[config.mk]
export PLATFORM = sky130hd
export DESIGN_NAME = alsm_queue
export DESIGN_NICKNAME = d
export VERILOG_FILES = /design/src/hw/rtl/alsm_pkg.sv /design/src/hw/rtl/alsm_queue.sv
export SDC_FILE = /design/constraint.sdc
export NUM_CORES = 1
export LEC_CHECK = 0
export ABC_AREA = 1
export BUFFER_PORTS_ARGS = -buffer_cell sky130_fd_sc_hd__buf_2
export CORE_ASPECT_RATIO = 0.75
export CORE_MARGIN = 4
export CORE_UTILIZATION = 57
export CTS_CLUSTER_DIAMETER = 40
export DETAILED_ROUTE_END_ITERATION = 12
export PLACE_DENSITY = 0.79
export SYNTH_ARGS = -nofsm -noshare
export SYNTH_HDL_FRONTEND = slang
export SYNTH_SLANG_ARGS = --single-unit
[constraint.sdc]
create_clock -name i_clk -period 4.1 [get_ports i_clk]
set_input_delay 0.82 -clock i_clk [delete_from_list [all_inputs] [get_ports i_clk]]
set_output_delay 0.82 -clock i_clk [all_outputs]
set_load 0.005 [all_outputs]
[src/hw/rtl/alsm_pkg.sv]
`default_nettype none

package alsm_pkg;

    // Width of one audio sample on the input port.
    localparam int SAMPLE_BITS = 24;
    localparam int SAMPLE_DOWN = (SAMPLE_BITS > 24) ? SAMPLE_BITS - 24 : 0;
    localparam int SAMPLE_UP   = (SAMPLE_BITS < 24) ? 24 - SAMPLE_BITS : 0;
    localparam int MAG_SHIFT   = 24 + SAMPLE_DOWN - SAMPLE_UP;

    localparam int MAX_BLOCK_DEF = 8192;
    // Sample count width, wide enough for the largest supported block length.
    localparam int CNT_W = 17;

    localparam int QDEPTH = 4;
    localparam int QPTR_W = 2;
    localparam int QCNT_W = 3;

    localparam logic [23:0] LEVEL_MAX = 24'hFFFFFF;
    localparam logic [59:0] SUM_MAX   = {60{1'b1}};
    localparam logic [16:0] DB_FLOOR  = 17'd30720;
    localparam logic [26:0] DB_SCALE  = 27'd101008905;

    localparam int CFG_IDX_W  = 3;
    localparam int CFG_DATA_W = 24;
    localparam logic [CFG_IDX_W-1:0] CFG_SILENCE_FLOOR = 3'd0;
    localparam logic [CFG_IDX_W-1:0] CFG_NOISE_GATE    = 3'd1;
    localparam logic [CFG_IDX_W-1:0] CFG_ACTIVE_GATE   = 3'd2;
    localparam logic [CFG_IDX_W-1:0] CFG_NOISE_RATE    = 3'd3;
    localparam logic [CFG_IDX_W-1:0] CFG_ACTIVE_RATE   = 3'd4;

    typedef struct packed {
        logic signed [SAMPLE_BITS-1:0] sample;
        logic                          block_end;
    } t_in_item;

    typedef struct packed {
        logic signed [15:0] peak_db;
        logic signed [15:0] rms_db;
        logic signed [15:0] noise_floor_db;
        logic [14:0]        snr_db;
        logic [31:0]        block_number;
    } t_out_item;

    typedef struct packed {
        logic [23:0] silence_floor;
        logic [23:0] noise_gate;
        logic [23:0] active_gate;
        logic [15:0] noise_rate;
        logic [15:0] active_rate;
    } t_cfg;

    // Summary of one finished block, handed from the front to the back.
    typedef struct packed {
        logic [23:0]      peak;
        logic [59:0]      sum;
        logic [CNT_W-1:0] cnt;
    } t_blk;

endpackage

`default_nettype wire

[src/hw/rtl/alsm_queue.sv]
`default_nettype none

module alsm_queue (
    input  wire logic             i_clk,
    input  wire logic             i_rst_n,
    input  wire logic             i_push,
    input  wire alsm_pkg::t_blk   i_blk,
    input  wire logic             i_pop,
    output alsm_pkg::t_blk        o_blk,
    output logic                  o_nonempty,
    output logic [alsm_pkg::QCNT_W-1:0] o_level
);
    import alsm_pkg::*;

    t_blk              r_mem [QDEPTH];
    logic [QPTR_W-1:0] r_wr, r_rd;
    logic [QCNT_W-1:0] r_level;

    always_ff @(posedge i_clk) begin
        if (i_push) begin
            r_mem[r_wr] <= i_blk;
        end
    end

    always_ff @(posedge i_clk) begin
        if (!i_rst_n) begin
            r_wr    <= '0;
            r_rd    <= '0;
            r_level <= '0;
        end else begin
            if (i_push) begin
                r_wr <= r_wr + 1'b1;
            end
            if (i_pop) begin
                r_rd <= r_rd + 1'b1;
            end
            case ({i_push, i_pop})
                2'b10:   r_level <= r_level + 1'b1;
                2'b01:   r_level <= r_level - 1'b1;
                default: r_level <= r_level;
            endcase
        end
    end

    assign o_blk      = r_mem[r_rd];
    assign o_nonempty = r_level != '0;
    assign o_level    = r_level;

endmodule

`default_nettype wire

### Yosys cells after proc, flatten, opt, wreduce, memory -nomap -nowiden

Memory sizes are Yosys's and may differ from the RTL's. A register that Yosys moved wholly into a read port is not among the register bits.
Index checks and enable logic that the tools add are counted.

| storage, ports and cells | value |
|---|---|
| flip-flop bits (word level) | 7 |
| RAM bits | 404 |
| bits of input ports | 105 |
| output and inout port bits | 105 |
| word-level logic and storage cells | 17 |
| memories | 1 |

Memory list:

| name | depth | width | read ports | clocked after Yosys merged registers in | wr ports | RTL line | source |
|---|---|---|---|---|---|---|---|
| r_mem | 4 | 101 | 1 | 1 | 1 | alsm_queue.sv:15 | `t_blk r_mem [QDEPTH];` |

| cells by class | value |
|---|---|
| $add $sub $neg | 4 |
| eq/ne operators | 2 |
| multiplexer cells | 5 |
| reduce and logical (&&, ||, !) cells | 2 |

Operators with widths:

| operator | count |
|---|---|
| one-hot mux 3 bit (2 select lines) | 1 |
| adder 2 x 1 -> 2 bit, second input constant | 2 |
| 2-to-1 mux 2 bit | 2 |
| adder 3 x 1 -> 3 bit, second input constant | 1 |
| nonzero test 3 bit | 1 |
| subtractor 3 x 1 -> 3 bit, second input constant | 1 |
| == test 2 x 1 -> 1 bit, second input constant | 1 |
| == test 2 bit, second input constant | 1 |
| 2-to-1 mux 1 bit | 2 |
| nonzero test 2 bit | 1 |

### Depth between registers and ports, before layout

| logic depth | value |
|---|---|
| word-level depth | 3 |
| depth in mapped cells | 10 |
| depth with buffers taken out | 10 |

### Worst setup path before layout

Ideal clock, no wire load.

| timing | value |
|---|---|
| path kind | input-to-reg |
| from | in i_push |
| to | mem r_mem[2][0] (netlist bit), enable pin |
| setup time | 0.454 ns |
| data arrival time | 2.804 ns |
| setup slack | 0.841 ns |
| stages | 2 |
| buffers on the path | 0 |
| path through | nand2_1 -> inv_1 |

| on the way | value |
|---|---|
| word-level cells in the longest chain between the ends | 2 |

Ends and longest elaborated chain:

| element | RTL line | source |
|---|---|---|
| from (decl) | alsm_queue.sv:6 | `input wire logic i_push,` |
| 2-to-1 mux 1 bit | alsm_queue.sv:20 | `if (i_push) begin` |
| 2-to-1 mux 1 bit (implied by the code) | alsm_queue.sv:21 | `r_mem[r_wr] <= i_blk;` |
| to (decl) | alsm_queue.sv:15 |  |

No other way between the ends.

==> flow_summary.yaml <==
run_status:
  status: "complete, no violations"
floorplan:
  die_area_um2: 31200
  io_pins: 210
  die_w_um: 203
  fp.dieH_um: 154
  row_count: 53
  start_util_pct: 57.9
  core_um2: 28000
grt:
  grt_pass1_wl_um: 51000
  grt_pass1_vias: 9114
  antenna_found_initial: 5
  track_usage_pct: 20.7
  met1_usage_pct: 29.8
  busiest_layer: "met2"
  use_met2_pct: 32.1
  grt_util_met3_pct: 5.50
  grt_max_degree: 121
  grt_overflow: 0
power_and_ir_drop:
  p_int_mw: 7.48
  combPwrFrac_pct: 9.0
  power.leakage_nw: 6.57
  p_switching_mw: 2.15
  seq_power_share_pct: 50.7
  clockPowerShare_pct: 40.2
  power.density_nw_per_um2: 510
  switching_share_pct: 22.3
  max-vdd-ir-drop_mv: 0.439
place:
  port_buffers: 209
  postPlaceCellArea_um2: 17400
  dp_slack_ns: 1.34
  place.gp.congestion: 0.753
  dp_hpwl_um: 18500
clock_network:
  ctsHtreeMaxLevel: 2
  cts_resized: 0
  cts_tree: "done"
  ctsRootBufferMaster: "clkbuf_16"
  clk_pin_slew_ns: 0.06
  insertion_delay_ns: 0.53
  cts_max_path_buffers: 3
  cts_made_buffers: 42
  hold_buffers: 0
  cts.sinks: 413
  post_cts_buffers: 0
critical_path:
  slowest_delay_ns: 0.59
  cp_cell_sequence: "inv_6 > buf_4 > nor2_1 > o22ai_1 > buf_2"
  slowest_stage: "inv_6"
  arrival_ns: 2.51
  reg2reg_from: "r_wr[1]"
  worstReg2RegEnd: "r_mem[1][31]"
  worstSetupStartpointType: "register"
  worst_ep_required_time_ns: 3.28
  crit_family: "buffers and inverters"
  cp.buffers_inverters: 3
  crit_type: "reg -> out"
  reg2reg_slack_ns: 2.08
  cp-end-kind: "primary output"
  path_max_fanout: 101
  ff2ff_path_depth: 5
sta:
  max_slew_margin_pct: 27.0
  maxSlewViolCount: 0
  finalWorstSetupSlack_ns: 0.774
  post-route-min-period_ns: 3.33
  tightest_slew_ns: 1.10
  skew_ns: 0.0149
  tns_ns: 0
  finalCritPeriodShare_pct: 81.1
  rsz0062_at_grt: "no"
  setup_viol: 0
  hold_viol_final: 0
  whs_ns: 0.488
  max_freq_mhz: 301
routing:
  via_per_inst: 5.60
  wl_per_cell_um: 19.8
  drtIter0Drc: 752
  vias: 9263
  antenna_left: 0
  firstDrtPassIters: 6
  routed_wl_um: 32800
  post-route-drc-count: 0
worst_hold_path:
  worst_hold_path_type: "reg -> reg"
  hold_path_depth: 1
  hp-start: "r_rd[1]"
finish:
  fin_area_um2: 18900
  drive_gt1_share_pct: 35.9
  multi_input_area_um2: 3300
  final_core_util_pct: 67.4
  syn2layout_area_growth_pct: 16.4
  mostFrequentLayoutCells: "404 x edfxtp_1, 209 x buf_2, 126 x o21ai_0"
  final_common_cell: "edfxtp_1"
  nNetsFinal: 1346
  ff_latch_area_um2: 12300
  nFillCells: 1848
synthesis:
  synth_seq_cells: 413
  yosysSeqAreaShare_pct: 76.0
  syn_inst: 1033
  avgSynthCellArea_um2: 15.7
  synth_cell_type_count: 21
  syn_nets: 1144
  ys.warnings.count: 0
  syn_area_um2: 16200
job:
  maxCapViolCount: 0
-- sequential cells by signal, summed over array words and instances, names as in the netlist, named ones only --
signal   cells
r_rd         2
r_wr         2
o_level      3
r_mem      404
-- power by group through the flow --
stage	logic [mW]	registers [mW]	clock network, mW
detailed placement	0.876	4.97	0
global placement	0.857	4.96	0
finish	0.870	4.88	3.87
floorplan	0.537	4.97	0
CTS	0.881	4.88	3.93
global route	0.959	4.89	4.14
-- logic make-up (layout without fill, tap and decap cells) --
family,after synthesis,count (layout),share of synthesized area [%]
AOI/OAI and AO/OA,314,314,13.6
buffers and inverters,83,318,3.64
adders and majority gates,6,6,0.510
other,0,2,0
DFF,413,413,76.0
and+or+nand+nor,217,217,6.29
-- routing by layer --
layer | wire (um) | vias to the layer above | part of all wire [%]
li1 | - | 4318 | -
met1 | 14100 | 4533 | 43
met2 | 15200 | 351 | 46
met3 | 2900 | 53 | 8.8
met4 | 524 | 8 | 1.6
met5 | 44 | - | 0.13
-- cell usage after synthesis (all sizes together) --
library cell / number / area (um2)
clkbuf: 12 / 45.0
o21ai: 208 / 1040
nand3: 2 / 10.0
ha: 5 / 62.6
nand4: 1 / 6.26
a21oi: 5 / 25.0
nor2: 205 / 970
fa: 1 / 20.0
buf: 54 / 482
edfxtp: 404 / 12100
nand2: 9 / 33.8
o22ai: 101 / 1130
inv: 17 / 63.8
dfxtp: 9 / 180
-- worst register-to-register path, delay by kind of cell, from the launching register on --
family	cells	cell delay (ns)
buf+inv	3	1.04
fa+ha+maj	1	0.15
simple gates	1	0.09
flops	1	0.33
-- worst max-delay path by stage --
stage	endpoint	slack (ns)	cells past startpoint
detailed placement	o_blk[96]	1.34	5
floorplan	r_mem[2][0]	0.84	2
finish	o_blk[0]	0.77	5
global placement	o_blk[91]	1.36	5
global route	o_blk[96]	0.60	5
CTS	o_blk[96]	0.76	5
-- layout make-up --
cell class                 count  area share, %
clock inverter                27           1.49
tap                          385           2.55
clock buffer                  50           6.07
inverter                      17          0.425
sequential                   413           65.3
timing repair buffer         224           6.61
antenna                        2         0.0265
multi-input combinational    537           17.5
-- stage by stage --
step	std cells	total power, mW
6_report	1655	9.62
2_1_floorplan	1033	5.51
3_3_place_gp	1576	5.82
4_1_cts	1653	9.70
3_5_place_dp	1576	5.84
5_1_grt	1654	9.98
(Power assumes the default switching activity.)
