--- config.mk ---
export PLATFORM = sky130hd
export DESIGN_NAME = alsm_front
export DESIGN_NICKNAME = d
export VERILOG_FILES = /design/src/hw/rtl/alsm_pkg.sv /design/src/hw/rtl/alsm_front.sv
export SDC_FILE = /design/constraint.sdc
export NUM_CORES = 2
export LEC_CHECK = 0
export BUFFER_PORTS_ARGS = -buffer_cell sky130_fd_sc_hd__buf_4
export CORE_ASPECT_RATIO = 0.9
export CORE_MARGIN = 3
export CORE_UTILIZATION = 45
export CTS_CLUSTER_DIAMETER = 100
export CTS_CLUSTER_SIZE = 40
export DETAILED_ROUTE_END_ITERATION = 8
export GPL_ROUTABILITY_DRIVEN = 0
export PLACE_DENSITY = 0.75
export SLEW_MARGIN = 5
export SYNTH_ARGS = -nofsm -noshare
export SYNTH_HDL_FRONTEND = slang
export SYNTH_SLANG_ARGS = --single-unit
--- constraint.sdc ---
create_clock -name i_clk -period 6.29 [get_ports i_clk]
set_input_delay 0.629 -clock i_clk [delete_from_list [all_inputs] [get_ports i_clk]]
set_output_delay 0.629 -clock i_clk [all_outputs]
set_load 0.05 [all_outputs]
--- src/hw/rtl/alsm_pkg.sv ---
`default_nettype none

package alsm_pkg;

    // Width of one audio sample on the input port.
    localparam int SAMPLE_BITS = 24;
    localparam int SAMPLE_DOWN = (SAMPLE_BITS > 24) ? SAMPLE_BITS - 24 : 0;
    localparam int SAMPLE_UP   = (SAMPLE_BITS < 24) ? 24 - SAMPLE_BITS : 0;
    localparam int MAG_SHIFT   = 24 + SAMPLE_DOWN - SAMPLE_UP;

    localparam int MAX_BLOCK_DEF = 8192;
    // Sample count width, wide enough for the largest supported block length.
    localparam int CNT_W = 17;

    localparam int QDEPTH = 4;
    localparam int QPTR_W = 2;
    localparam int QCNT_W = 3;

    localparam logic [23:0] LEVEL_MAX = 24'hFFFFFF;
    localparam logic [59:0] SUM_MAX   = {60{1'b1}};
    localparam logic [16:0] DB_FLOOR  = 17'd30720;
    localparam logic [26:0] DB_SCALE  = 27'd101008905;

    localparam int CFG_IDX_W  = 3;
    localparam int CFG_DATA_W = 24;
    localparam logic [CFG_IDX_W-1:0] CFG_SILENCE_FLOOR = 3'd0;
    localparam logic [CFG_IDX_W-1:0] CFG_NOISE_GATE    = 3'd1;
    localparam logic [CFG_IDX_W-1:0] CFG_ACTIVE_GATE   = 3'd2;
    localparam logic [CFG_IDX_W-1:0] CFG_NOISE_RATE    = 3'd3;
    localparam logic [CFG_IDX_W-1:0] CFG_ACTIVE_RATE   = 3'd4;

    typedef struct packed {
        logic signed [SAMPLE_BITS-1:0] sample;
        logic                          block_end;
    } t_in_item;

    typedef struct packed {
        logic signed [15:0] peak_db;
        logic signed [15:0] rms_db;
        logic signed [15:0] noise_floor_db;
        logic [14:0]        snr_db;
        logic [31:0]        block_number;
    } t_out_item;

    typedef struct packed {
        logic [23:0] silence_floor;
        logic [23:0] noise_gate;
        logic [23:0] active_gate;
        logic [15:0] noise_rate;
        logic [15:0] active_rate;
    } t_cfg;

    // Summary of one finished block, handed from the front to the back.
    typedef struct packed {
        logic [23:0]      peak;
        logic [59:0]      sum;
        logic [CNT_W-1:0] cnt;
    } t_blk;

endpackage

`default_nettype wire

--- src/hw/rtl/alsm_front.sv ---
`default_nettype none

module alsm_front #(
    parameter int MAX_BLOCK = alsm_pkg::MAX_BLOCK_DEF
) (
    input  wire logic              i_clk,
    input  wire logic              i_rst_n,
    input  wire logic              i_accept,
    input  wire alsm_pkg::t_in_item i_item,
    output logic                   o_push,
    output alsm_pkg::t_blk         o_blk
);
    import alsm_pkg::*;

    logic [CNT_W-1:0] r_cnt;
    logic             take;
    logic [SAMPLE_BITS:0] mag;
    logic [SAMPLE_BITS+24:0] wide;
    logic [23:0]      m24;

    logic             r_s1_vld, r_s1_take, r_s1_end;
    logic [23:0]      r_s1_m24;
    logic [CNT_W-1:0] r_s1_cnt;

    logic             r_s2_vld, r_s2_take, r_s2_end;
    logic [46:0]      r_s2_sq;
    logic [23:0]      r_s2_lvl;
    logic [CNT_W-1:0] r_s2_cnt;

    logic [23:0]      r_peak;
    logic [59:0]      r_sum;
    logic [24:0]      lvl2;
    logic [23:0]      peak_in, fpeak;
    logic [60:0]      sum61;
    logic [59:0]      fsum;

    assign take = r_cnt < CNT_W'(MAX_BLOCK);
    assign mag  = i_item.sample[SAMPLE_BITS-1]
                ? ({1'b1, {SAMPLE_BITS{1'b0}}} - {1'b0, i_item.sample})
                : {1'b0, i_item.sample};
    assign wide = {mag, 24'b0};
    assign m24  = 24'(wide >> MAG_SHIFT);

    always_ff @(posedge i_clk) begin
        if (!i_rst_n) begin
            r_cnt    <= '0;
            r_s1_vld <= 1'b0;
            r_s2_vld <= 1'b0;
        end else begin
            r_s1_vld <= i_accept;
            r_s2_vld <= r_s1_vld;
            if (i_accept) begin
                if (i_item.block_end) begin
                    r_cnt <= '0;
                end else if (take) begin
                    r_cnt <= r_cnt + 1'b1;
                end
            end
        end
    end

    always_ff @(posedge i_clk) begin
        r_s1_take <= take;
        r_s1_end  <= i_item.block_end;
        r_s1_m24  <= m24;
        r_s1_cnt  <= take ? r_cnt + 1'b1 : r_cnt;
        r_s2_take <= r_s1_take;
        r_s2_end  <= r_s1_end;
        r_s2_cnt  <= r_s1_cnt;
        r_s2_sq   <= 47'(r_s1_m24 * r_s1_m24);
        r_s2_lvl  <= lvl2[24] ? LEVEL_MAX : lvl2[23:0];
    end

    assign lvl2    = {r_s1_m24, 1'b0};
    assign peak_in = r_s2_take ? r_s2_lvl : 24'd0;
    assign fpeak   = (peak_in > r_peak) ? peak_in : r_peak;
    assign sum61   = {1'b0, r_sum} + (r_s2_take ? 61'(r_s2_sq) : 61'd0);
    assign fsum    = sum61[60] ? SUM_MAX : sum61[59:0];

    always_ff @(posedge i_clk) begin
        if (!i_rst_n) begin
            r_peak <= '0;
            r_sum  <= '0;
        end else if (r_s2_vld) begin
            r_peak <= r_s2_end ? 24'd0 : fpeak;
            r_sum  <= r_s2_end ? 60'd0 : fsum;
        end
    end

    assign o_push    = r_s2_vld && r_s2_end;
    assign o_blk.peak = fpeak;
    assign o_blk.sum  = fsum;
    assign o_blk.cnt  = r_s2_cnt;

endmodule

`default_nettype wire

# Yosys cells after proc, flatten, opt, wreduce, memory -nomap -nowiden
# Index checks and enable logic that the tools add are counted.
# word_totals
elab_cells,31
inputBits,28
out_inout_bits,102
reg_bits,236
# classes
n_lt_le_gt_ge,2
n_mux,9
reduce_logical,1
addsub,3
n_mul,1
# ops
cell,n
$mux W60,2
$mux W24,3
$add A60 B47 Y61,1
$mul A24 B24 Y47,1
$mux W47,1
$mux W17,2
$gt A24 B24 Y1,1
$sub A1 B24 Y24 const A,1
$mux W23,1
$add A17 B1 Y17 const B,1
$lt A17 B14 Y1 const B,1
$logic_and A1 B1 Y1,1

# Depth between registers and ports, before layout
# depth
ltp_word,4
ltp_mapped,28
depth_no_buf,27

# Least setup slack after synthesis
# No wires, ideal clock.
# synth_path
path_type,flip-flop to flip-flop
start,reg r_s1_m24[18]
end,reg r_s2_sq[46]
path_stages_with_launch,26
setup_slack_ns,-0.444
setup_time_ns,0.127
synth_period_minus_slack_ns,6.734
arrival_ns,6.607
path_buffers,3
path_cell_list,dfxtp_1 -> clkbuf_1 -> clkbuf_1 -> nand2_1 -> fa_1 -> inv_1 -> fa_1 -> inv_1 -> fa_1 -> inv_1 -> fa_1 -> fa_1 -> fa_1 -> inv_1 -> fa_1 -> inv_1 -> ha_1 -> clkbuf_1 -> a211o_1 -> a211oi_1 -> o21ai_0 -> a21oi_1 -> a311oi_1 -> a31o_2 -> a221oi_1 -> xnor2_1
# synth_between
elab_chain_cells,1
# synth_rtl
element,line,source
"start, declared",alsm_front.sv:22,logic [23:0] r_s1_m24;
"start signal, assigned",alsm_front.sv:65,r_s1_m24 <= m24;
$mul A24 B24 Y47,alsm_front.sv:70,r_s2_sq <= 47'(r_s1_m24 * r_s1_m24);
"end signal, assigned",alsm_front.sv:70,
"end, declared",alsm_front.sv:26,logic [46:0] r_s2_sq;
# No other way between the ends.
# A chain may end at the register's enable or synchronous reset.

# Worst setup path after layout
# layout_path
start,reg r_s1_m24[18]
end,reg r_s2_sq[45]
# The elaborated chain is that of the path after synthesis.

==> run metrics <==
Critical Path RT 6.75 ns; # setup viols final 14; relative slew slack 26.2%; H-tree Lvls 1; CTS buffer count 11; FF-to-FF Start r_s1_m24[18]; R2R Path End r_s2_sq[45]; Syn Inst Count 3065; DR pass1 iterations 7; Die Wd 267 microns; design area 0.0333 sq mm; Area after DPL 0.0317 sq mm; Tmin final 6.72 ns; sequential share of the synthesized area 17.0%; Mapped Area 0.0277 sq mm; CTS tree done; R2R cell count 26; worst hold path class input pin to register; die height 241 microns; Vias 21900; yosys warns 0; most common flop cell mapped by yosys dfxtp_1; first-pass GRT wire length 111 mm; period utilisation layout 107%; async set-reset flop share out of synthesis 0%; post-synth net total 3763; f_max 149 MHz; GR Util All Layers 21.2%; ant diodes 0; hold_buf cts 0; Detailed Place HPWL 56.2 mm; Worst-path clk slew 0.12 ns; r2r setup slk -0.43 ns; vias per cell 5.19; Crit. End Element register; CTS sink cnt 235; status finished, violations left; GRT overflow 0; setup slack after layout -0.432 ns; hold violation count in the final report 0; WS Path Type register to register; Max Slew Vio Count 0; share of cells above drive strength 1 21.4%; core area 0.0603 sq mm; fin nets 4123; Post-synth EDFFs 0; Hold EP r_s1_m24[0]; full die area 0.0645 sq mm; CTS max path bufs 3; multi-input logic area 0.0209 sq mm; synthesized area per cell 9.03 sq um; Post-DRT Antenna Nets 0; crit-path max FO 6; Skew-Pair Late Insertion Delay 0.52 ns; Layout Skew 0.0526 ns; WP data arrival 7.18 ns; Synth cell types 66; Initial Utilization 45.9%; Yosys reg bits 235; vias in the first global route 22200; RSZ-0062 raised after global routing true; num rows 85; final WL 69.9 mm; DRC Markers 0; filler cell count 5117; Worst setup SP type register; register area 0.00477 sq mm; final core utilization 55.2%; DRT iter0 DRCs 1485; largest net degree at the start of global routing 62; Area Overhead vs Synth 20.3%; Slew @ Worst Pin 1.11 ns; IO Pins 130; Max-cap violations 0; PortBufs 129; CTS Root Cell clkbuf_16; hold wc startpoint i_item[1]; initial antenna violation count 1; wire per inst 16.6 microns; failing checks negative setup slack; Hold Crit Depth 1
==> logic make-up (layout without fill, tap and decap cells) <==
family	after synthesis	after routing	share of synthesized area, %
simple gates	783	783	14.1
xor+xnor	135	135	4.27
flops	235	235	17.0
fa+ha+maj	670	670	41.7
compound gates	471	471	11.5
mux	32	32	1.29
buf+inv	739	1102	10.1
==> metrics by stage <==
stage	cells	TNS, ns	hold slack, ns	worst slack (ns)
global route	4211	-8.63	0.221	-0.698
detailed placement	4145	-10.17	0.313	-0.688
global placement	4145	-7.30	0.311	-0.567
finish	4211	-4.56	0.239	-0.432
floorplan	3065	-0.0136	0.310	-0.0136
CTS	4182	-3.66	0.221	-0.396
==> timing repair <==
| action | CTS | global route |
|---|---|---|
| buffers inserted | 22 | 31 |
| endpoints found under the setup margin | 26 | 25 |
| resized for setup | 87 | 128 |
| pin swaps | 40 | 100 |
==> sequential cells by signal (all words and copies together) (netlist names) <==
name and flops:
r_s1_end 1, r_s1_cnt 17, r_sum 60, r_s2_end 1
r_peak 24, r_s2_sq 46, r_s1_m24 24, r_s2_take 1
r_s2_cnt 17, r_s1_take 1, r_s1_vld 1, r_s2_lvl 24
r_s2_vld 1, r_cnt 17
==> routing by layer <==
layer	vias up	global-route usage [%]	routed length (microns)
met5	-	0	0
met4	0	5.07	1800
met3	112	3.11	3780
met2	595	36.7	33900
met1	10800	28.1	30400
li1	10400	-	-
==> worst max path at each step <==
| stage | start | to | slack [ns] | depth (start not counted) |
|---|---|---|---|---|
| floorplan | r_s1_m24[21] | r_s2_sq[46] | -0.01 | 24 |
| global placement | r_s1_m24[0] | r_s2_sq[45] | -0.57 | 24 |
| detailed placement | r_s1_m24[0] | r_s2_sq[39] | -0.69 | 23 |
| CTS | r_s1_m24[10] | r_s2_sq[45] | -0.40 | 24 |
| global route | r_s1_m24[18] | r_s2_sq[44] | -0.70 | 23 |
| finish | r_s1_m24[18] | r_s2_sq[45] | -0.43 | 26 |
==> critical path, stage by stage (launching register included) <==
cell,delay (ns)
dfxtp_2,0.36
buf_12,0.12
buf_4,0.13
nand2_2,0.07
fa_1,0.52
inv_1,0.07
fa_1,0.48
fa_1,0.57
inv_2,0.05
fa_1,0.49
inv_2,0.04
fa_1,0.52
fa_1,0.50
inv_1,0.05
fa_1,0.52
inv_2,0.05
ha_4,0.21
a21o_1,0.15
a21o_1,0.20
a211oi_2,0.27
o211ai_1,0.12
buf_4,0.16
a311o_1,0.32
a221oi_2,0.29
o21ai_1,0.13
a21oi_2,0.15
xnor2_1,0.12
==> cells in the mapped netlist (5+ instances only) <==
cell / n / area share [%]
o41ai_1: 7 / 0.22
clkbuf_1: 121 / 1.6
o21ai_0: 81 / 1.5
a21o_1: 55 / 1.5
a22oi_1: 5 / 0.14
xor2_1: 42 / 1.3
nand2_1: 280 / 3.8
nor3_1: 18 / 0.33
nand4_1: 32 / 0.72
or2_2: 33 / 0.75
a41oi_1: 5 / 0.16
and2_1: 209 / 4.7
xnor2_1: 93 / 2.9
or3_1: 10 / 0.23
a211oi_1: 13 / 0.35
dfxtp_1: 235 / 17
a21oi_1: 119 / 2.2
nand2b_1: 13 / 0.29
inv_1: 609 / 8.3
nor2_1: 102 / 1.4
and3_1: 15 / 0.34
fa_1: 423 / 31
o21a_1: 11 / 0.30
buf_2: 6 / 0.11
a22o_1: 72 / 2.3
mux2_2: 29 / 1.2
o21bai_1: 19 / 0.52
a31oi_1: 16 / 0.36
nor2b_1: 21 / 0.47
ha_1: 247 / 11
o31ai_1: 12 / 0.33
nand3_1: 31 / 0.56
o211ai_1: 10 / 0.27
==> cell type report <==
type / instances / area share [%]
Timing Repair Buffer: 476 / 12.0
Clock inverter: 4 / 0.252
Multi-Input combinational cell: 2091 / 62.7
Sequential cell: 235 / 14.3
Inverter: 610 / 6.90
Clock buffer: 12 / 0.868
Tap cell: 783 / 2.94
==> placed cells by master (no fill, tap or decap), types with 42 or more instances in the layout <==
master,instances
a21o_1,55
fa_1,410
xor2_1,42
nor2_1,92
a22o_1,72
and2_1,201
inv_1,585
xnor2_1,92
buf_4,432
nand2_1,262
ha_1,228
o21ai_0,66
a21oi_1,98
dfxtp_1,211
Power is not shown: default switching activity piles up to over one toggle a cycle in this logic, so the estimate is an artifact.
